==> config.mk <==
export PLATFORM = sky130hd
export DESIGN_NAME = lsr_select
export DESIGN_NICKNAME = d
export VERILOG_FILES = /design/src/hw/rtl/lidar_scan_point_resampler_core_defines.svh /design/src/hw/rtl/lsr_pkg.sv /design/src/hw/rtl/lsr_select.sv
export SDC_FILE = /design/constraint.sdc
export NUM_CORES = 1
export LEC_CHECK = 0
export ABC_AREA = 1
export BUFFER_PORTS_ARGS = -buffer_cell sky130_fd_sc_hd__buf_2
export CORE_ASPECT_RATIO = 0.6
export CORE_MARGIN = 2
export CORE_UTILIZATION = 45
export DETAILED_ROUTE_END_ITERATION = 8
export PLACE_DENSITY = 0.86
export SLEW_MARGIN = 40
export SYNTH_ARGS = -nofsm -noshare
export SYNTH_HDL_FRONTEND = slang
export SYNTH_SLANG_ARGS = --single-unit
export TNS_END_PERCENT = 1
==> constraint.sdc <==
create_clock -name clk_i -period 1.93 [get_ports clk_i]
set_input_delay 0 -clock clk_i [delete_from_list [all_inputs] [get_ports clk_i]]
set_output_delay 0 -clock clk_i [all_outputs]
set_load 0.1 [all_outputs]
==> src/hw/rtl/lidar_scan_point_resampler_core_defines.svh <==
// ----------------------------------------------------------------------------
// lidar scan point resampler assertion macros
// shared concurrent check forms, clocked on clk_i and gated by rst_ni
// ----------------------------------------------------------------------------
`ifndef LIDAR_SCAN_POINT_RESAMPLER_CORE_DEFINES_SVH
`define LIDAR_SCAN_POINT_RESAMPLER_CORE_DEFINES_SVH

// same-cycle implication
`define LSR_ASSERT_IMP(lbl, ante, cons, msg) \
  lbl: assert property (@(posedge clk_i) disable iff (!rst_ni) (ante) |-> (cons)) \
    else $error(msg);

// next-cycle implication
`define LSR_ASSERT_NXT(lbl, ante, cons, msg) \
  lbl: assert property (@(posedge clk_i) disable iff (!rst_ni) (ante) |=> (cons)) \
    else $error(msg);

// condition that must never hold
`define LSR_ASSERT_NEVER(lbl, cond, msg) \
  lbl: assert property (@(posedge clk_i) disable iff (!rst_ni) !(cond)) \
    else $error(msg);

`endif

==> src/hw/rtl/lsr_pkg.sv <==
// ----------------------------------------------------------------------------
// lsr_pkg
// types and constants of the lidar scan point resampler
// ----------------------------------------------------------------------------
package lsr_pkg;

  localparam int unsigned ANGLE_W = 17;
  localparam logic signed [ANGLE_W-1:0] FULL_TURN_Q6   = 17'sd23040;
  localparam logic signed [ANGLE_W-1:0] PREV_ANGLE_RST = -17'sd64;
  localparam logic [15:0] OFFSET_RST = 16'd968;
  localparam logic [16:0] GAIN_RST   = 17'd59578;

  typedef enum logic [0:0] {
    CFG_OFFSET = 1'b0,
    CFG_GAIN   = 1'b1
  } cfg_idx_e;

  typedef enum logic [2:0] {
    PH_SYNC     = 3'd0,
    PH_ANGLE_LO = 3'd1,
    PH_ANGLE_HI = 3'd2,
    PH_DIST_LO  = 3'd3,
    PH_DIST_HI  = 3'd4
  } phase_e;

  typedef struct packed {
    logic [7:0] rx_byte;
  } in_beat_t;

  typedef struct packed {
    logic [8:0]  bin_slot;
    logic [15:0] range_q2;
    logic [5:0]  intensity;
    logic        scan_done;
    logic [15:0] points_seen;
  } out_beat_t;

  // framed point, framer to binner
  typedef struct packed {
    logic        vld;
    logic [5:0]  quality;
    logic [14:0] angle;
    logic [15:0] raw;
    logic [15:0] tally;
  } point_t;

  // binned point, binner to selector
  typedef struct packed {
    logic        vld;
    logic        hit;
    logic        prev_near;
    logic        neg;
    logic        done;
    logic [5:0]  quality;
    logic [32:0] prod;
    logic [8:0]  slot;
    logic [15:0] tally;
  } stage_t;

endpackage

==> src/hw/rtl/lsr_select.sv <==
// ----------------------------------------------------------------------------
// lsr_select
// saturates the range, picks the nearer sample and keeps the previous one
// ----------------------------------------------------------------------------
module lsr_select import lsr_pkg::*; (
  input  logic      clk_i,
  input  logic      rst_ni,
  input  stage_t    s_i,
  output logic      res_vld_o,
  output out_beat_t res_o
);

  logic [15:0] prev_range_q, prev_range_d;
  logic [5:0]  prev_qual_q, prev_qual_d;
  logic        prev_neg_q, prev_neg_d;
  logic [15:0] range, r;
  logic [5:0]  q;

  always_comb begin
    if (s_i.neg) begin
      range = '0;
    end else if (s_i.prod[32]) begin
      range = '1;
    end else begin
      range = s_i.prod[31:16];
    end
  end

  always_comb begin
    prev_range_d = prev_range_q;
    prev_qual_d  = prev_qual_q;
    prev_neg_d   = prev_neg_q;
    r            = range;
    q            = s_i.quality;
    if (s_i.hit && (s_i.neg || prev_neg_q)) begin
      r = '0;
      q = '0;
    end else if (s_i.hit && s_i.prev_near) begin
      r = prev_range_q;
      q = prev_qual_q;
    end
    if (s_i.vld) begin
      if (s_i.hit && (s_i.neg || prev_neg_q)) begin
        prev_range_d = '0;
        prev_qual_d  = '0;
        prev_neg_d   = 1'b0;
      end else begin
        prev_range_d = range;
        prev_qual_d  = s_i.quality;
        prev_neg_d   = s_i.neg;
      end
    end
  end

  always_ff @(posedge clk_i or negedge rst_ni) begin
    if (!rst_ni) begin
      prev_range_q <= '0;
      prev_qual_q  <= '0;
      prev_neg_q   <= 1'b0;
    end else begin
      prev_range_q <= prev_range_d;
      prev_qual_q  <= prev_qual_d;
      prev_neg_q   <= prev_neg_d;
    end
  end

  assign res_vld_o         = s_i.vld && s_i.hit;
  assign res_o.bin_slot    = s_i.slot;
  assign res_o.range_q2    = r;
  assign res_o.intensity   = q;
  assign res_o.scan_done   = s_i.done;
  assign res_o.points_seen = s_i.done ? s_i.tally : 16'd0;

endmodule

### Word level (Yosys, flattened, before mapping)

Index checks and enable logic that the tools add are counted.
Widths: inputs -> output; s select.

* input bits: 71
* word-level logic and storage cells: 17
* register bits: 23

* mux-type cells: 10
* reductions and logical operators: 4

Operators with widths (count)
* $mux 16: 6
* $mux 6: 3
* $logic_and 1x1->1: 3
* $logic_or 1x1->1: 1
* $mux 1: 1

### Logic depth before layout (Yosys ltp)

* depth after elaboration: 4
* mapped depth: 6

### Least setup slack after synthesis

Ideal clock, no wire load.

* kind: register -> output
* from: register prev_neg_q
* to: output port res_o[37] in the netlist's numbering
* stages on the path, launching flop included: 5
* arrival: 2.083 ns
* slack: -0.153 ns
* data required time: 1.930 ns
* path through: dfrtp_1 -> o21ai_4 -> buf_6 -> nand2_1 -> nor2_1

RTL lines
* start: declaration: RTL line lsr_select.sv:15 `logic prev_neg_q, prev_neg_d;`
* start signal: assignment: RTL line lsr_select.sv:63 `prev_neg_q <= prev_neg_d;`
* end: declaration: RTL line lsr_select.sv:10 `output out_beat_t res_o`

==> reports/metrics.cfg <==
[outcome]
status=finished, final reports clean

[sta]
fin_crit_sh_pct=86.30
holdWs_ns=0.00004387
slew_violations=0
relSlewSlack_pct=53.46
fmax_mhz=600.4
skew_ns=0.0008161
hold_violations=0
finalCriticalPeriod_ns=1.666
setup_viol=0
tightest_slew_ns=0.6973
rsz0062_at_grt=no

[grt]
antenna_found_initial=0
gr-total-overflow=0
grt_pass1_wl_um=7431
grt_max_degree=33
first_global_vias=1810
groute.usage.overall_pct=20.78

[power]
swShare_pct=48.02
p_int_uw=981.2
p_sw_uw=906.3
p_clk_share_pct=15.9
p_per_area_nw_per_um2=743.9
comb_power_share_pct=54.9
ir_worst_vdd_uv=715.8
p_leak_nw=1.590
seqPwrFrac_pct=29.2

[setup_path]
cp_cell_sequence=o21ai_4 -> buf_4 -> nand2_1 -> nor2_1 -> buf_12
crit_type=flip-flop to primary output
cp_top_family=buffers and inverters
arrival_ns=1.67
cpMaxStageDelayCell=dfrtp_1
rrSetupSlack_ns=0.78
crit-reg2reg-launch=prev_neg_q
cp.required_ns=1.93
cp_slowest_stage_delay_ns=0.42
worst_setup_path_start_kind=flip-flop
cp_max_fo=30
endpoint_kind=primary output
path_buf_inv=2
crit_path_start=prev_neg_q

[synthesis]
synth_seq_cells=23
syn_avg_cell_area_sq_um=5.849
yosys_warnings=0
synth.net_count=372
synth_cell_types=13
syn_area_sq_um=1760
synth_cells=301
seq_area_frac_synth_pct=32.69

[placement]
dp.final_hpwl_um=3378
gp_congestion=0.7362
port_buffers=85
placed_area_sq_um=2421

[worst_hold_path]
hold_start=s_i[24]
min-delay-path-class=input port to primary output

[layout]
fin_area_sq_um=2537
nets=444
antennaDiodeCount=0
areaGrowthSynthToFinish_pct=44.14
drive_gt1_share_pct=27.15

[clock_tree]
clk-insertion-delay-late_ns=0.26
cts.path.max_buffers=2
htreeDepth=1
cts_resized=0
cts_setup_buffers=0
cts_root_buf=clkbuf_8
cts_tree=done
cts.reportedPaths.clkPinSlew_ns=0.08
numCtsBuffers=3
cts.sinks=23

[die]
die_y_um=52.45
core_area_sq_um=3701
rows=17
start_util_pct=47.57
die_area_sq_um=4445
die_w_um=84.75
io_pins=120

[route]
route.detailed.drc=0
drtIter0Drc=75
wirelength_um=4670
vias_per_cell=4.740
vias=1986
drt-wirelength-per-cell_um=11.15
ant_nets=0
detailedRoute.firstPassIterationCount=4

[job]
maxCapViolations=0

[worst reg2reg max path, cell delays in order, from the launching register on]
cell,delay (ns)
dfrtp_1,0.42
o21ai_4,0.14
buf_4,0.31
nand3_1,0.14
nand2_1,0.09
[cell type report]
| class | instances | area [sq um] |
|---|---|---|
| timing repair buffer | 96 | 855.8 |
| fill | 317 | 1164 |
| tap | 47 | 58.81 |
| clock buffer | 3 | 41.29 |
| sequential | 23 | 575.6 |
| multi-input combinational | 202 | 824.5 |
| inverter | 47 | 176.4 |
| clock inverter | 1 | 5.005 |
[registers in the layout, indices dropped and copies added, names as in the netlist]
register / flops
prev_neg_q: 1
prev_qual_q: 6
prev_range_q: 16
[cells in the final DEF, fill, tap and decap left out]
cell type,instances
dfrtp_1,23
nand2_1,102
buf_4,4
nor2_2,1
o21ai_4,1
dlygate4sd3_1,7
clkinv_2,1
nand3_1,29
nor2_1,63
buf_2,63
buf_12,22
inv_1,47
clkbuf_8,3
or2_2,6
[timing repair]
action	4_1_cts	5_1_grt
setup endpoints to repair	0	0
hold buffers	7	0
hold endpoints to repair	29	0
[per-stage QoR]
step	std cells	setup slack [ns]	setup TNS [ns]	util (%)	power (mW)
after floorplan	301	-0.1517	-1.668	-	1.355
after global placement	408	0.6098	0	65.42	1.568
after detailed placement	408	0.5824	0	65.42	1.585
after CTS	419	0.2658	0	68.56	1.893
after global routing	419	0.1533	0	68.56	1.973
final	419	0.2644	0	68.56	1.887
[power by group through the flow]
stage	logic, mW	registers (mW)	clock network, mW
final	1.04	0.551	0.300
after global routing	1.09	0.557	0.322
after CTS	1.04	0.549	0.304
after detailed placement	1.03	0.559	0
after global placement	1.01	0.556	0
after floorplan	0.801	0.554	0
[cell usage after synthesis, drive strengths merged]
cell type | count | area [sq um]
buf | 23 | 162.7
or2 | 6 | 37.54
dfrtp | 23 | 575.6
clkbuf | 6 | 23.77
inv | 47 | 176.4
nor2 | 64 | 240.2
nand2 | 102 | 382.9
nand3 | 29 | 145.1
o21ai | 1 | 16.27
[per-layer routing]
metal  part of all wire, %  vias to the layer above  GRT usage [%]
met3                   9.3                        4          6.299
met1                    39                      884          23.60
met4                  0.51                        0          5.820
li1                      -                     1001              -
met2                    51                       97          38.58
met5                     0                        -              0
[final timing paths]
check | cells past startpoint | to
max in group asynchronous | 2 | prev_range_q[8]
setup / recovery | 5 | res_o[23]
setup reg to reg | 4 | prev_qual_q[1]
hold / removal | 0 | res_o[47]
min in group asynchronous | 2 | prev_qual_q[0]
hold reg to reg | 2 | prev_qual_q[0]
[kinds of logic (layout without fill, tap and decap cells)]
logic type / after synthesis / after routing / synth area share (%)
compound gates: 1 / 1 / 0.9242
flops: 23 / 23 / 32.69
simple gates: 201 / 201 / 45.77
buf+inv: 76 / 147 / 20.61
(Power assumes the default switching activity.)
