$ cat config.mk
export PLATFORM = sky130hd
export DESIGN_NAME = lsr_out_queue
export DESIGN_NICKNAME = d
export VERILOG_FILES = /design/src/hw/rtl/lidar_scan_point_resampler_core_defines.svh /design/src/hw/rtl/lsr_pkg.sv /design/src/hw/rtl/lsr_out_queue.sv
export SDC_FILE = /design/constraint.sdc
export NUM_CORES = 1
export LEC_CHECK = 0
export ABC_CLOCK_PERIOD_IN_PS = 3800
export BUFFER_PORTS_ARGS = -buffer_cell sky130_fd_sc_hd__buf_4
export CORE_MARGIN = 5
export CORE_UTILIZATION = 45
export CTS_CLUSTER_SIZE = 14
export DETAILED_ROUTE_END_ITERATION = 10
export PLACE_DENSITY = 0.76
export SLEW_MARGIN = 15
export SYNTH_ARGS = -nofsm -noshare
export SYNTH_HDL_FRONTEND = slang
export SYNTH_SLANG_ARGS = --single-unit
$ cat constraint.sdc
create_clock -name clk_i -period 3.8 [get_ports clk_i]
set_input_delay 0 -clock clk_i [delete_from_list [all_inputs] [get_ports clk_i]]
set_output_delay 0 -clock clk_i [all_outputs]
set_load 0.005 [all_outputs]
$ cat src/hw/rtl/lidar_scan_point_resampler_core_defines.svh
// ----------------------------------------------------------------------------
// lidar scan point resampler assertion macros
// shared concurrent check forms, clocked on clk_i and gated by rst_ni
// ----------------------------------------------------------------------------
`ifndef LIDAR_SCAN_POINT_RESAMPLER_CORE_DEFINES_SVH
`define LIDAR_SCAN_POINT_RESAMPLER_CORE_DEFINES_SVH

// same-cycle implication
`define LSR_ASSERT_IMP(lbl, ante, cons, msg) \
  lbl: assert property (@(posedge clk_i) disable iff (!rst_ni) (ante) |-> (cons)) \
    else $error(msg);

// next-cycle implication
`define LSR_ASSERT_NXT(lbl, ante, cons, msg) \
  lbl: assert property (@(posedge clk_i) disable iff (!rst_ni) (ante) |=> (cons)) \
    else $error(msg);

// condition that must never hold
`define LSR_ASSERT_NEVER(lbl, cond, msg) \
  lbl: assert property (@(posedge clk_i) disable iff (!rst_ni) !(cond)) \
    else $error(msg);

`endif

$ cat src/hw/rtl/lsr_pkg.sv
// ----------------------------------------------------------------------------
// lsr_pkg
// types and constants of the lidar scan point resampler
// ----------------------------------------------------------------------------
package lsr_pkg;

  localparam int unsigned ANGLE_W = 17;
  localparam logic signed [ANGLE_W-1:0] FULL_TURN_Q6   = 17'sd23040;
  localparam logic signed [ANGLE_W-1:0] PREV_ANGLE_RST = -17'sd64;
  localparam logic [15:0] OFFSET_RST = 16'd968;
  localparam logic [16:0] GAIN_RST   = 17'd59578;

  typedef enum logic [0:0] {
    CFG_OFFSET = 1'b0,
    CFG_GAIN   = 1'b1
  } cfg_idx_e;

  typedef enum logic [2:0] {
    PH_SYNC     = 3'd0,
    PH_ANGLE_LO = 3'd1,
    PH_ANGLE_HI = 3'd2,
    PH_DIST_LO  = 3'd3,
    PH_DIST_HI  = 3'd4
  } phase_e;

  typedef struct packed {
    logic [7:0] rx_byte;
  } in_beat_t;

  typedef struct packed {
    logic [8:0]  bin_slot;
    logic [15:0] range_q2;
    logic [5:0]  intensity;
    logic        scan_done;
    logic [15:0] points_seen;
  } out_beat_t;

  // framed point, framer to binner
  typedef struct packed {
    logic        vld;
    logic [5:0]  quality;
    logic [14:0] angle;
    logic [15:0] raw;
    logic [15:0] tally;
  } point_t;

  // binned point, binner to selector
  typedef struct packed {
    logic        vld;
    logic        hit;
    logic        prev_near;
    logic        neg;
    logic        done;
    logic [5:0]  quality;
    logic [32:0] prod;
    logic [8:0]  slot;
    logic [15:0] tally;
  } stage_t;

endpackage

$ cat src/hw/rtl/lsr_out_queue.sv
// ----------------------------------------------------------------------------
// lsr_out_queue
// two-entry result queue, a ring of two entries with write and read pointers
// ----------------------------------------------------------------------------
module lsr_out_queue import lsr_pkg::*; (
  input  logic       clk_i,
  input  logic       rst_ni,
  input  logic       wr_i,
  input  out_beat_t  wr_data_i,
  output logic       valid_o,
  input  logic       ready_i,
  output out_beat_t  data_o,
  output logic [1:0] cnt_o
);

  out_beat_t  mem_q [2];
  logic       wr_ptr_q, rd_ptr_q;
  logic [1:0] cnt_q;
  logic       rd;

  assign valid_o = cnt_q != 2'd0;
  assign data_o  = mem_q[rd_ptr_q];
  assign rd      = valid_o && ready_i;
  assign cnt_o   = cnt_q;

  always_ff @(posedge clk_i or negedge rst_ni) begin
    if (!rst_ni) begin
      wr_ptr_q <= 1'b0;
      rd_ptr_q <= 1'b0;
      cnt_q    <= '0;
    end else begin
      if (wr_i) begin
        wr_ptr_q <= ~wr_ptr_q;
      end
      if (rd) begin
        rd_ptr_q <= ~rd_ptr_q;
      end
      cnt_q <= cnt_q + 2'(wr_i) - 2'(rd);
    end
  end

  always_ff @(posedge clk_i) begin
    if (wr_i) begin
      mem_q[wr_ptr_q] <= wr_data_i;
    end
  end

endmodule

Word level (Yosys, flattened, before mapping)
Memories as Yosys holds them, arrays and structs flattened.
Index checks and enable logic that the tools add are counted.
Widths: inputs -> output; s select.
{ "totals": {"reg_bits": 4, "mem_bits_rw": 96, "in_bits": 52, "output_inout_bits": 51, "word_cells": 12, "mem_count": 1} }
{ "mem_list": {"columns": ["name", "depth", "word_bits", "read_ports", "rd_clocked_by_memory_dff", "write_ports", "line", "source"], "rows": [
  ["mem_q", 2, 48, 1, 0, 1, "lsr_out_queue.sv:16", "out_beat_t mem_q [2];"]
]} }
{ "classes": {"n_addsub": 2, "n_mux": 2, "n_bitwise": 2, "reduce_logical": 2} }
{ "op_table": {"columns": ["operator", "count"], "rows": [
  ["$add 2x1->2", 1],
  ["$mux 1", 2],
  ["$not 1->1", 2],
  ["$reduce_bool 2->1", 1],
  ["$sub 2x1->2", 1],
  ["$logic_and 1x1->1", 1]
]} }

Logic depth before layout (Yosys ltp)
{ "logic_depth": {"ltp_word": 3, "depth_mapped": 6, "mapped_depth_nobuf": 6} }

Least setup slack after synthesis
Ideal clock, no wire load.
{ "synth_timing": {"path_kind": "reg2reg", "start": "reg wr_ptr_q", "end": "mem mem_q[0][0] (netlist bit) (enable)", "setup_ns": 0.459, "arrival_time_ns": 2.544, "t_required_ns": 3.341, "path_slack_ns": 0.796, "stages_incl_launch_ff": 2, "path_buffers": 0, "synth_period_minus_slack_ns": 3.004, "cell_sequence": "dfrtp_1 -> nor2b_1"} }
{ "synth_lines": {"columns": ["element", "line", "source"], "rows": [
  ["start, declared", "lsr_out_queue.sv:17", "logic wr_ptr_q, rd_ptr_q;"],
  ["start signal, assigned", "lsr_out_queue.sv:33", "wr_ptr_q <= ~wr_ptr_q;"],
  ["end, declared", "lsr_out_queue.sv:16", null]
]} }
No word-level cell before the write port.

Final worst setup path
{ "layout_timing": {"start": "reg wr_ptr_q", "end": "mem mem_q[0][20] (netlist bit) (enable)"} }
No word-level cell before the write port.

==> results.json <==
{
  "rr_startpoint": "wr_ptr_q",
  "ant_nets": 0,
  "drcViolationCount": 0,
  "synth_area_per_cell_um2": 22.4,
  "cts_buffer_depth": 2,
  "p_seq_share_pct": 49.5,
  "cp_max_fo": 34,
  "maxCapViolCount": 0,
  "root_buffer": "clkbuf_8",
  "drt_iter0_markers": 40,
  "core_area_mm2": 0.00813,
  "finalSetupViolCount": 0,
  "slowest_stage": "nor2b_4",
  "instances_no_fill": 436,
  "power_density_mw_per_mm2": 624,
  "synthCells": 165,
  "place_congestion": 0.662,
  "ir_worst_vdd_v": 0.000306,
  "die_y_um": 101,
  "r2r_end": "mem_q[0][20]",
  "criticalPathCategory": "reg -> reg",
  "start_kind": "flip-flop",
  "worstPathRequired_ns": 3.86,
  "vias": 2027,
  "wl_per_cell_um": 15.3,
  "fmax_ghz": 0.526,
  "endpoint_kind": "flip-flop",
  "placementRows": 33,
  "synth_area_mm2": 0.00370,
  "power.share.switching_pct": 26.9,
  "place_inst": 368,
  "rsz0062_at_grt": "false",
  "nets": 380,
  "holdPathEnd": "mem_q[1][17]",
  "finalPower_mw": 3.31,
  "hpwlAfterDp_mm": 4.02,
  "die-area_mm2": 0.0101,
  "drive_above_1_share_pct": 51.7,
  "critPathTopFamily": "simple AND/OR/NAND/NOR gates",
  "cts_tree": "yes",
  "p_switching_mw": 0.891,
  "finClkSkew_ns": 0.00513,
  "insertion_delay_ns": 0.36,
  "arrival_ns": 1.96,
  "final-hold-violation-count": 0,
  "slowest_delay_ns": 0.78,
  "clkSinkCount": 100,
  "yosys_warnings": 0,
  "antenna_found_initial": 0,
  "clk_pin_slew_ns": 0.10,
  "fin_crit_sh_pct": 50.0,
  "grt_pass1_vias": 2114,
  "fin_util_pct": 65.2,
  "p_clk_share_pct": 20.8,
  "grt_pass1_wl_mm": 10.2,
  "hold_depth": 2,
  "startpoint": "wr_ptr_q",
  "synth_seq_cells": 100,
  "status": "finished clean",
  "min_period_ns": 1.90,
  "start_util_pct": 45.5,
  "cell_internal_pwr_mw": 2.42,
  "firstDrtPassIters": 4,
  "path_cells": "nor2b_4 -> buf_4",
  "grt_max_degree": 50,
  "worstRegToRegCells": 2,
  "finalSetupTns_ns": 0,
  "p_comb_share_pct": 29.7,
  "cp.buffers_inverters": 1,
  "drt_wl_total_mm": 6.68,
  "worst_hold_startpoint": "wr_data_i[17]",
  "relSlewSlack_pct": 35.0,
  "h-tree-depth": 3,
  "hp-class": "in -> reg",
  "post-cts-setup-buffers": 0,
  "die_width_um": 101,
  "cts_made_buffers": 9,
  "syn-num-nets": 219,
  "portBuffers": 102,
  "r2r_slack_ns": 1.90,
  "slew_viol_final": 0,
  "drt-vias-per-instance": 4.65,
  "grt_overflow": 0,
  "ys_types": 15,
  "fillers": 559,
  "leakagePower_nw": 2.04,
  "area_growth_pct": 43.2,
  "worstMarginPinSlew_ns": 0.973,
  "num_io_pins": 103,
  "diodes": 0,
  "synth-seq-area-share_pct": 80.5,
  "grt_usage_pct": 13.3
}
## cells by family (layout without fill, tap and decap cells)
kind of cell	Yosys count	in the layout	share of synthesized area [%]
XOR/XNOR	4	4	0.946
AO/OA/AOI/OAI	1	1	0.203
buffers and inverters	7	173	1.52
AND/OR/NAND/NOR	3	3	0.507
multiplexers	48	48	15.6
flip-flops	100	100	80.5
adder cells (fa/ha/maj)	2	2	0.676
## power groups by stage
stage	Clock (mW)	Combinational (mW)	Sequential (mW)
after floorplan	0	0.599	1.55
after detailed placement	0	0.960	1.67
after global placement	0	0.949	1.65
after CTS	0.708	1.01	1.64
after global routing	0.760	1.06	1.67
final	0.689	0.983	1.64
## flip-flops by register name (all words and copies together) (netlist names)
register	count
cnt_o	2
wr_ptr_q	1
mem_q	96
rd_ptr_q	1
## stage by stage
| step | cell area (um2) | hold slack (ns) | worst slack, ns |
|---|---|---|---|
| finish | 5300 | 0.361 | 1.90 |
| global route | 5300 | 0.333 | 1.77 |
| CTS | 5300 | 0.339 | 1.60 |
| global placement | 4570 | -0.201 | 1.90 |
| floorplan | 3700 | -0.296 | 0.796 |
| detailed placement | 4570 | -0.200 | 1.85 |
## how the worst max path moves through the flow
| stage | slack (ns) | cells past startpoint | endpoint |
|---|---|---|---|
| after floorplan | 0.80 | 1 | mem_q[0][0] |
| after global placement | 1.90 | 2 | mem_q[0][26] |
| after detailed placement | 1.85 | 2 | mem_q[0][26] |
| after CTS | 1.60 | 2 | data_o[21] |
| after global routing | 1.77 | 2 | mem_q[0][21] |
| final | 1.90 | 2 | mem_q[0][20] |
## cells in the mapped netlist
master | count | area, um2
o21a_1 | 1 | 7.51
ha_1 | 2 | 25.0
xnor2_1 | 2 | 17.5
xor2_1 | 2 | 17.5
mux2_4 | 10 | 150
or2_2 | 1 | 6.26
inv_1 | 2 | 7.51
edfxtp_1 | 96 | 2880
nor2b_1 | 1 | 6.26
buf_8 | 1 | 15.0
buf_4 | 3 | 22.5
and2_1 | 1 | 6.26
buf_6 | 1 | 11.3
mux2_2 | 38 | 428
dfrtp_1 | 4 | 100
## cell usage in the layout (no fill, tap or decap), types with 2 or more instances in the layout
cell type      count
edfxtp_1          96
clkbuf_8           9
inv_8              2
buf_4            103
inv_1              2
clkinv_4           2
ha_1               2
mux2_4            10
mux2_2            38
dfrtp_1            3
xor2_1             2
dlygate4sd3_1     52
xnor2_1            2
clkinvlp_4         2
## worst register-to-register path, cell delays in order (launching register included)
cell and delay, ns:
dfrtp_1 0.44, nor2b_4 0.78, buf_4 0.38
## per-layer routing
layer	global-route usage (%)	vias up	wire, um	share of wire [%]
li1	-	967	-	-
met1	15.7	977	2790	42
met2	23.1	72	3330	50
met3	3.04	11	453	6.8
met4	5.91	0	104	1.6
met5	0	-	0	0
## final cells by class
class,count,area [um2],share of cell area [%]
clock inverter,7,85.1,1.60
tap,105,131,2.48
sequential,100,2990,56.3
inverter,2,7.51,0.142
multi-input combinational,58,674,12.7
clock buffer,9,124,2.34
timing repair buffer,155,1290,24.4
## what timing repair did
item / 4_1_cts / 5_1_grt
resized for setup: 0 / 0
hold buffers: 52 / 0
endpoints found under the setup margin: 0 / 0
endpoints found under the hold margin: 103 / 0
(Power assumes the default switching activity.)
