**config.mk**
```make
export PLATFORM = sky130hd
export DESIGN_NAME = lsr_framer
export DESIGN_NICKNAME = d
export VERILOG_FILES = /design/src/hw/rtl/lidar_scan_point_resampler_core_defines.svh /design/src/hw/rtl/lsr_pkg.sv /design/src/hw/rtl/lsr_framer.sv
export SDC_FILE = /design/constraint.sdc
export NUM_CORES = 1
export LEC_CHECK = 0
export BUFFER_PORTS_ARGS = -buffer_cell sky130_fd_sc_hd__buf_4
export CAP_MARGIN = 20
export CORE_ASPECT_RATIO = 0.5
export CORE_UTILIZATION = 47
export DETAILED_ROUTE_END_ITERATION = 10
export GPL_TIMING_DRIVEN = 0
export PLACE_DENSITY = 0.73
export REMOVE_ABC_BUFFERS = 1
export SYNTH_ARGS = -nofsm -noshare
export SYNTH_HDL_FRONTEND = slang
export SYNTH_SLANG_ARGS = --single-unit
```
**constraint.sdc**
```tcl
create_clock -name clk_i -period 2.6 [get_ports clk_i]
set_input_delay 0.26 -clock clk_i [delete_from_list [all_inputs] [get_ports clk_i]]
set_output_delay 0.26 -clock clk_i [all_outputs]
set_load 0.03 [all_outputs]
```
**src/hw/rtl/lidar_scan_point_resampler_core_defines.svh**
```systemverilog
// ----------------------------------------------------------------------------
// lidar scan point resampler assertion macros
// shared concurrent check forms, clocked on clk_i and gated by rst_ni
// ----------------------------------------------------------------------------
`ifndef LIDAR_SCAN_POINT_RESAMPLER_CORE_DEFINES_SVH
`define LIDAR_SCAN_POINT_RESAMPLER_CORE_DEFINES_SVH

// same-cycle implication
`define LSR_ASSERT_IMP(lbl, ante, cons, msg) \
  lbl: assert property (@(posedge clk_i) disable iff (!rst_ni) (ante) |-> (cons)) \
    else $error(msg);

// next-cycle implication
`define LSR_ASSERT_NXT(lbl, ante, cons, msg) \
  lbl: assert property (@(posedge clk_i) disable iff (!rst_ni) (ante) |=> (cons)) \
    else $error(msg);

// condition that must never hold
`define LSR_ASSERT_NEVER(lbl, cond, msg) \
  lbl: assert property (@(posedge clk_i) disable iff (!rst_ni) !(cond)) \
    else $error(msg);

`endif

```
**src/hw/rtl/lsr_pkg.sv**
```systemverilog
// ----------------------------------------------------------------------------
// lsr_pkg
// types and constants of the lidar scan point resampler
// ----------------------------------------------------------------------------
package lsr_pkg;

  localparam int unsigned ANGLE_W = 17;
  localparam logic signed [ANGLE_W-1:0] FULL_TURN_Q6   = 17'sd23040;
  localparam logic signed [ANGLE_W-1:0] PREV_ANGLE_RST = -17'sd64;
  localparam logic [15:0] OFFSET_RST = 16'd968;
  localparam logic [16:0] GAIN_RST   = 17'd59578;

  typedef enum logic [0:0] {
    CFG_OFFSET = 1'b0,
    CFG_GAIN   = 1'b1
  } cfg_idx_e;

  typedef enum logic [2:0] {
    PH_SYNC     = 3'd0,
    PH_ANGLE_LO = 3'd1,
    PH_ANGLE_HI = 3'd2,
    PH_DIST_LO  = 3'd3,
    PH_DIST_HI  = 3'd4
  } phase_e;

  typedef struct packed {
    logic [7:0] rx_byte;
  } in_beat_t;

  typedef struct packed {
    logic [8:0]  bin_slot;
    logic [15:0] range_q2;
    logic [5:0]  intensity;
    logic        scan_done;
    logic [15:0] points_seen;
  } out_beat_t;

  // framed point, framer to binner
  typedef struct packed {
    logic        vld;
    logic [5:0]  quality;
    logic [14:0] angle;
    logic [15:0] raw;
    logic [15:0] tally;
  } point_t;

  // binned point, binner to selector
  typedef struct packed {
    logic        vld;
    logic        hit;
    logic        prev_near;
    logic        neg;
    logic        done;
    logic [5:0]  quality;
    logic [32:0] prod;
    logic [8:0]  slot;
    logic [15:0] tally;
  } stage_t;

endpackage

```
**src/hw/rtl/lsr_framer.sv**
```systemverilog
// ----------------------------------------------------------------------------
// lsr_framer
// aligns the serial byte stream into 5-byte points and keeps the point tally
// ----------------------------------------------------------------------------
module lsr_framer import lsr_pkg::*; (
  input  logic       clk_i,
  input  logic       rst_ni,
  input  logic       rx_valid_i,
  input  logic [7:0] rx_byte_i,
  input  logic       room_i,
  input  logic       scan_clr_i,
  output logic       rx_ready_o,
  output point_t     pt_o
);

  phase_e      phase_q, phase_d;
  logic [15:0] tally_q, tally_d;
  logic        pt_vld_q, pt_vld_d;
  logic [7:0]  b0_q, b1_q, b2_q, b3_q;
  logic [5:0]  quality_q;
  logic [14:0] angle_q;
  logic [15:0] raw_q;
  logic [15:0] pt_tally_q;
  logic        acc;

  // last byte of a point only when the result has room
  assign rx_ready_o = (phase_q != PH_DIST_HI) || room_i;
  assign acc        = rx_valid_i && rx_ready_o;

  always_comb begin
    phase_d  = phase_q;
    tally_d  = tally_q;
    pt_vld_d = 1'b0;
    if (scan_clr_i) begin
      tally_d = '0;
    end
    if (acc) begin
      case (phase_q)
        PH_SYNC: begin
          if (rx_byte_i[1:0] inside {2'b01, 2'b10}) begin
            phase_d = PH_ANGLE_LO;
          end else begin
            tally_d = '0;
          end
        end
        PH_ANGLE_LO: begin
          if (rx_byte_i[0]) begin
            phase_d = PH_ANGLE_HI;
            if (tally_q != '1) begin
              tally_d = tally_q + 16'd1;
            end
          end else begin
            phase_d = PH_SYNC;
            tally_d = '0;
          end
        end
        PH_ANGLE_HI: phase_d = PH_DIST_LO;
        PH_DIST_LO:  phase_d = PH_DIST_HI;
        PH_DIST_HI: begin
          phase_d  = PH_SYNC;
          pt_vld_d = 1'b1;
        end
        default: phase_d = PH_SYNC;
      endcase
    end
  end

  always_ff @(posedge clk_i or negedge rst_ni) begin
    if (!rst_ni) begin
      phase_q  <= PH_SYNC;
      tally_q  <= '0;
      pt_vld_q <= 1'b0;
    end else begin
      phase_q  <= phase_d;
      tally_q  <= tally_d;
      pt_vld_q <= pt_vld_d;
    end
  end

  always_ff @(posedge clk_i) begin
    if (acc) begin
      case (phase_q)
        PH_SYNC:     b0_q <= rx_byte_i;
        PH_ANGLE_LO: b1_q <= rx_byte_i;
        PH_ANGLE_HI: b2_q <= rx_byte_i;
        PH_DIST_LO:  b3_q <= rx_byte_i;
        PH_DIST_HI: begin
          quality_q  <= b0_q[7:2];
          angle_q    <= {b2_q, b1_q[7:1]};
          raw_q      <= {rx_byte_i, b3_q};
          pt_tally_q <= tally_q;
        end
        default: ;
      endcase
    end
  end

  always_comb begin
    pt_o.vld     = pt_vld_q;
    pt_o.quality = quality_q;
    pt_o.angle   = angle_q;
    pt_o.raw     = raw_q;
    pt_o.tally   = pt_tally_q;
  end

endmodule

```
Word level (Yosys, flattened, before mapping)
Cells that the tools add are included.
{"block": "classes", "add_sub_neg": 1, "mul": 0, "div_mod_pow": 0, "n_lt_le_gt_ge": 0, "n_eq_ne": 9, "shifts": 0, "muxes": 11, "bitwise_logic": 0, "reduce_logical": 10}
{"op": "16-bit 2-to-1 mux", "count": 5}
{"op": "16-bit one-hot mux with 2 select lines", "count": 1}
{"op": "16-bit by 1-bit adder with 16-bit output (second input constant)", "count": 1}
{"op": "16-bit != test (second input constant)", "count": 1}
{"op": "3-bit one-hot mux with 4 select lines", "count": 1}
{"op": "2-bit AND reduction", "count": 6}
{"op": "3-bit by 2-bit equality test with 1-bit output (second input constant)", "count": 2}
{"op": "3-bit by 1-bit equality test with 1-bit output (second input constant)", "count": 1}
{"op": "3-bit equality test (second input constant)", "count": 1}
{"op": "3-bit zero test", "count": 1}
{"op": "3-bit 2-to-1 mux", "count": 1}
{"op": "3-bit != test (second input constant)", "count": 1}
{"op": "2-bit by 1-bit equality test with 1-bit output (second input constant)", "count": 1}
{"op": "2-bit equality test (second input constant)", "count": 1}
{"op": "1-bit 2-to-1 mux", "count": 2}
{"op": "2-bit 2-to-1 mux", "count": 1}
{"op": "2-bit != test (second input constant)", "count": 1}
{"op": "2-bit nonzero test", "count": 1}
{"op": "1-bit logical AND", "count": 1}
{"op": "1-bit logical OR", "count": 1}
{"block": "word_totals", "regBits": 105, "latchBits": 0, "mem_bits_rw": 0, "romBits": 0, "input_bits": 13, "output_inout_bits": 55, "elab_cells": 42, "memories": 0}

Depth between registers and ports, before layout
{"block": "depth", "ltp_word": 5, "depth_mapped": 7, "mapped_depth_nobuf": 6}

Worst setup path before layout
Ideal clock, no wire load.
{"block": "synth_timing", "path_type": "register to register", "from": "register phase_q[0]", "to": "register angle_q[0] (enable)", "setup_ps": 416, "arrival_ps": 2039, "path_slack_ps": 145, "path_stages_with_launch": 4, "synth_period_minus_slack_ps": 2455, "cell_sequence": "dfrtp_1 clkbuf_1 nor2_1 and4_1"}
{"block": "synth_between", "elab_chain_cells": 4, "word_cells_on_any_way": 5, "cone_classes": "2 x eq/ne; 3 x reduce/logical"}
{"element": "start, declared", "line_no": "lsr_framer.sv:16", "rtl": "phase_e phase_q, phase_d;"}
{"element": "start signal, assigned", "line_no": "lsr_framer.sv:74", "rtl": "phase_q <= phase_d;"}
{"element": "3-bit != test", "line_no": "lsr_framer.sv:27", "rtl": "assign rx_ready_o = (phase_q != PH_DIST_HI) || room_i;"}
{"element": "1-bit logical OR", "line_no": "lsr_framer.sv:27"}
{"element": "1-bit logical AND", "line_no": "lsr_framer.sv:28", "rtl": "assign acc = rx_valid_i && rx_ready_o;"}
{"element": "2-bit AND reduction (no source line) (*)"}
{"element": "end signal, assigned", "line_no": "lsr_framer.sv:89", "rtl": "angle_q <= {b2_q, b1_q[7:1]};"}
{"element": "end, declared", "line_no": "lsr_framer.sv:21", "rtl": "logic [14:0] angle_q;"}
Every way passes the cells marked *; elsewhere a longest branch is shown, timed or not.
A chain may end at the register's enable or synchronous reset.

Final worst setup path
{"block": "layout_timing", "from": "register tally_q[0]", "to": "register tally_q[9]"}
{"block": "layout_between", "elab_chain_cells": 5, "word_cells_on_any_way": 6, "cone_classes": "1 x add/sub; 1 x eq/ne; 4 x mux"}
{"element": "start, declared", "line_no": "lsr_framer.sv:17", "rtl": "logic [15:0] tally_q, tally_d;"}
{"element": "start signal, assigned", "line_no": "lsr_framer.sv:75", "rtl": "tally_q <= tally_d;"}
{"element": "16-bit by 1-bit adder with 16-bit output or 16-bit != test (tied branches)", "line_no": "lsr_framer.sv:50, lsr_framer.sv:49"}
{"element": "16-bit 2-to-1 mux (*)", "line_no": "lsr_framer.sv:49", "rtl": "if (tally_q != '1) begin"}
{"element": "16-bit 2-to-1 mux (*)", "line_no": "lsr_framer.sv:47", "rtl": "if (rx_byte_i[0]) begin"}
{"element": "16-bit one-hot mux with 2 select lines (*)", "line_no": "lsr_framer.sv:38", "rtl": "case (phase_q)"}
{"element": "16-bit 2-to-1 mux (*)", "line_no": "lsr_framer.sv:37", "rtl": "if (acc) begin"}
{"element": "via tally_d[9]", "line_no": "lsr_framer.sv:17"}
The timed path passes the listed nets; every way through them passes the cells marked *.

==> impl_metrics.env <==
export IMPL_cts_tree="built"
export IMPL_io_pins=68
export IMPL_dp_slack_ps=287
export IMPL_critPathKind="reg -> reg"
export IMPL_cap_violations=0
export IMPL_final_hold_violation_count=0
export IMPL_syn_cell_area_sq_um=3740
export IMPL_setup_violations=0
export IMPL_rows=22
export IMPL_min_path_type="in -> reg"
export IMPL_die_area_sq_um=8350
export IMPL_muxShareOfSynthArea_pct=0.535
export IMPL_grtUsageTotal_pct=16.4
export IMPL_yosysSeqAreaShare_pct=79.1
export IMPL_period_share_pct=91.4
export IMPL_synth_area_leaders="edfxtp_1, dfrtp_1, nand2_1, and3_1, nand3_1"
export IMPL_p_per_area_nw_per_um2=746
export IMPL_synth_cells=226
export IMPL_cts_clk_slew_worst_paths_ps=60
export IMPL_wl_per_cell_um=15.6
export IMPL_cp_end_kind="flip-flop"
export IMPL_synth_area_leader_cell="edfxtp_1"
export IMPL_synthAdderAreaFrac_pct=0.334
export IMPL_holdBufCountCts=1
export IMPL_first_global_vias=1985
export IMPL_skew_ps=3.05
export IMPL_rsz0062_at_grt="false"
export IMPL_leakage_uw=0.00179
export IMPL_die_h_um=65.1
export IMPL_nets=314
export IMPL_drt_initial_drc_count=177
export IMPL_synth_top_family_by_area="simple AND/OR/NAND/NOR gates"
export IMPL_cts_root_buffer="clkbuf_16"
export IMPL_ant_nets=0
export IMPL_post_cts_buffers=0
export IMPL_maxSlewViolCount=0
export IMPL_outcome="complete, no violations"
export IMPL_reg2reg_depth=6
export IMPL_antenna_found_initial=0
export IMPL_fmax_mhz=421
export IMPL_startpoint_type="flip-flop"
export IMPL_synth_compound_area_share_pct=7.02
export IMPL_ys_warn_count=0
export IMPL_relSlewSlack_pct=41.3
export IMPL_core_sq_um=7510
export IMPL_drive_above_1_share_pct=28.9
export IMPL_route_vias_total=2152
export IMPL_grt_max_degree=37
export IMPL_cts_sinks=102
export IMPL_synthSimpleGateAreaFrac_pct=11.1
export IMPL_synth_xor_area_share_pct=0.468
export IMPL_syn2layout_area_growth_pct=23.9
export IMPL_synth_seq_cells=102
export IMPL_cts_buffers=9
export IMPL_grt_first_pass_wirelength_um=10000
export IMPL_whs_path_depth=1
export IMPL_drt_wl_total_um=6430
export IMPL_drtPass1Iterations=4
export IMPL_portBuffers=67
export IMPL_dp_hpwl_um=4320
export IMPL_cp_data_arrival_time_ps=2590
export IMPL_period_minus_slack_ps=2380
export IMPL_total_power_uw=3460
export IMPL_antenna_cells=0
export IMPL_ys_flop_type="edfxtp_1"
export IMPL_die_w_um=128
export IMPL_setup_tns_ps=0
export IMPL_htreeDepth=3
export IMPL_drt_drc_violations_left=0
export IMPL_clk_latency_ps=340
export IMPL_required_ps=2810
export IMPL_avgSynthCellArea_sq_um=16.6
export IMPL_routed_via_density=5.21
export IMPL_utilization_pct=61.8
export IMPL_synth_edf_count=82
export IMPL_synth_top_area_share_pct=65.8
export IMPL_start_util_pct=49.8
export IMPL_gp_congestion=0.871
export IMPL_yosys_top_cells_count="edfxtp_1, dfrtp_1, nand2_1"
export IMPL_grt_overflow=0
export IMPL_yosysMostFrequentCell="edfxtp_1"
export IMPL_crit_fanout=12
export IMPL_worst_pin_slew_ps=875
export IMPL_layout_setup_ws_ps=223
export IMPL_ys_types=46
export IMPL_cts_resized=0
export IMPL_synthArstFlopShare_pct=19.6
export IMPL_vdd_ir_drop_max_v=0.000351
export IMPL_clk_path_buf_depth=2
[report_power, final]
group          switching [uW]  internal [uW]  leakage [uW]
Sequential               65.1           1900       0.00101
Combinational             206           94.3      0.000643
Clock                     522            669      0.000132
[final cells by class]
type,instances,area (sq um)
sequential,102,2960
fill,563,2870
multi-input combinational,115,729
timing repair buffer,69,533
clock buffer,12,246
tap,108,135
clock inverter,4,22.5
inverter,3,11.3
[registers in the layout, summed over array words and instances, names as in the netlist]
name,count
pt_tally_q,16
raw_q,16
tally_q,16
angle_q,15
b2_q,8
b3_q,8
b1_q,7
b0_q,6
quality_q,6
phase_q,3
pt_vld_q,1
[through the flow]
| step | instances | hold slack (ps) | instance area, sq um |
|---|---|---|---|
| 2_1_floorplan | 220 | -35.6 | 3700 |
| 3_3_place_gp | 395 | 155 | 4340 |
| 3_5_place_dp | 396 | 157 | 4360 |
| 4_1_cts | 413 | 118 | 4640 |
| 5_1_grt | 413 | 116 | 4640 |
| 6_report | 413 | 132 | 4640 |
[worst max-delay path, cell delays in order (launching register included)]
cell	delay, ps
dfrtp_1	430
ha_1	260
and4_4	280
nand3_1	130
o21ai_1	720
nor2_1	130
a211o_1	310
[cell usage in the layout, fill, tap and decap left out, types with 4 or more instances in the layout]
cell / n
dfrtp_1: 20
nor3_1: 7
buf_4: 67
edfxtp_1: 82
clkbuf_16: 9
a211o_1: 4
nand4_1: 4
o21ai_0: 5
o21ai_1: 5
nor2_1: 9
and3_1: 8
nand3_1: 8
a21oi_1: 4
nand2_1: 16
[cells by family after synthesis]
logic type / after synthesis
buf+inv: 9
fa+ha+maj: 1
xor+xnor: 2
compound gates: 38
simple gates: 72
mux: 2
flops: 102
[final timing paths]
check                                   from  slack (ps)           to
worst max-delay path              tally_q[0]         220   tally_q[9]
worst min-delay path            rx_byte_i[4]         130      b2_q[4]
worst max register to register    tally_q[0]         220   tally_q[9]
worst min register to register       b2_q[3]         420  angle_q[10]
max in group asynchronous             rst_ni        2040   phase_q[2]
min in group asynchronous             rst_ni         340     pt_vld_q
[per-layer routing]
metal  part of all wire (%)  track usage, %  up-vias
met5                      0               0        -
met4                    1.7            7.35        0
met3                    5.1            5.21       12
met2                     52            27.4       65
met1                     41            19.9     1038
li1                       -               -     1037
No activity file was read; power rests on OpenSTA's default activity.
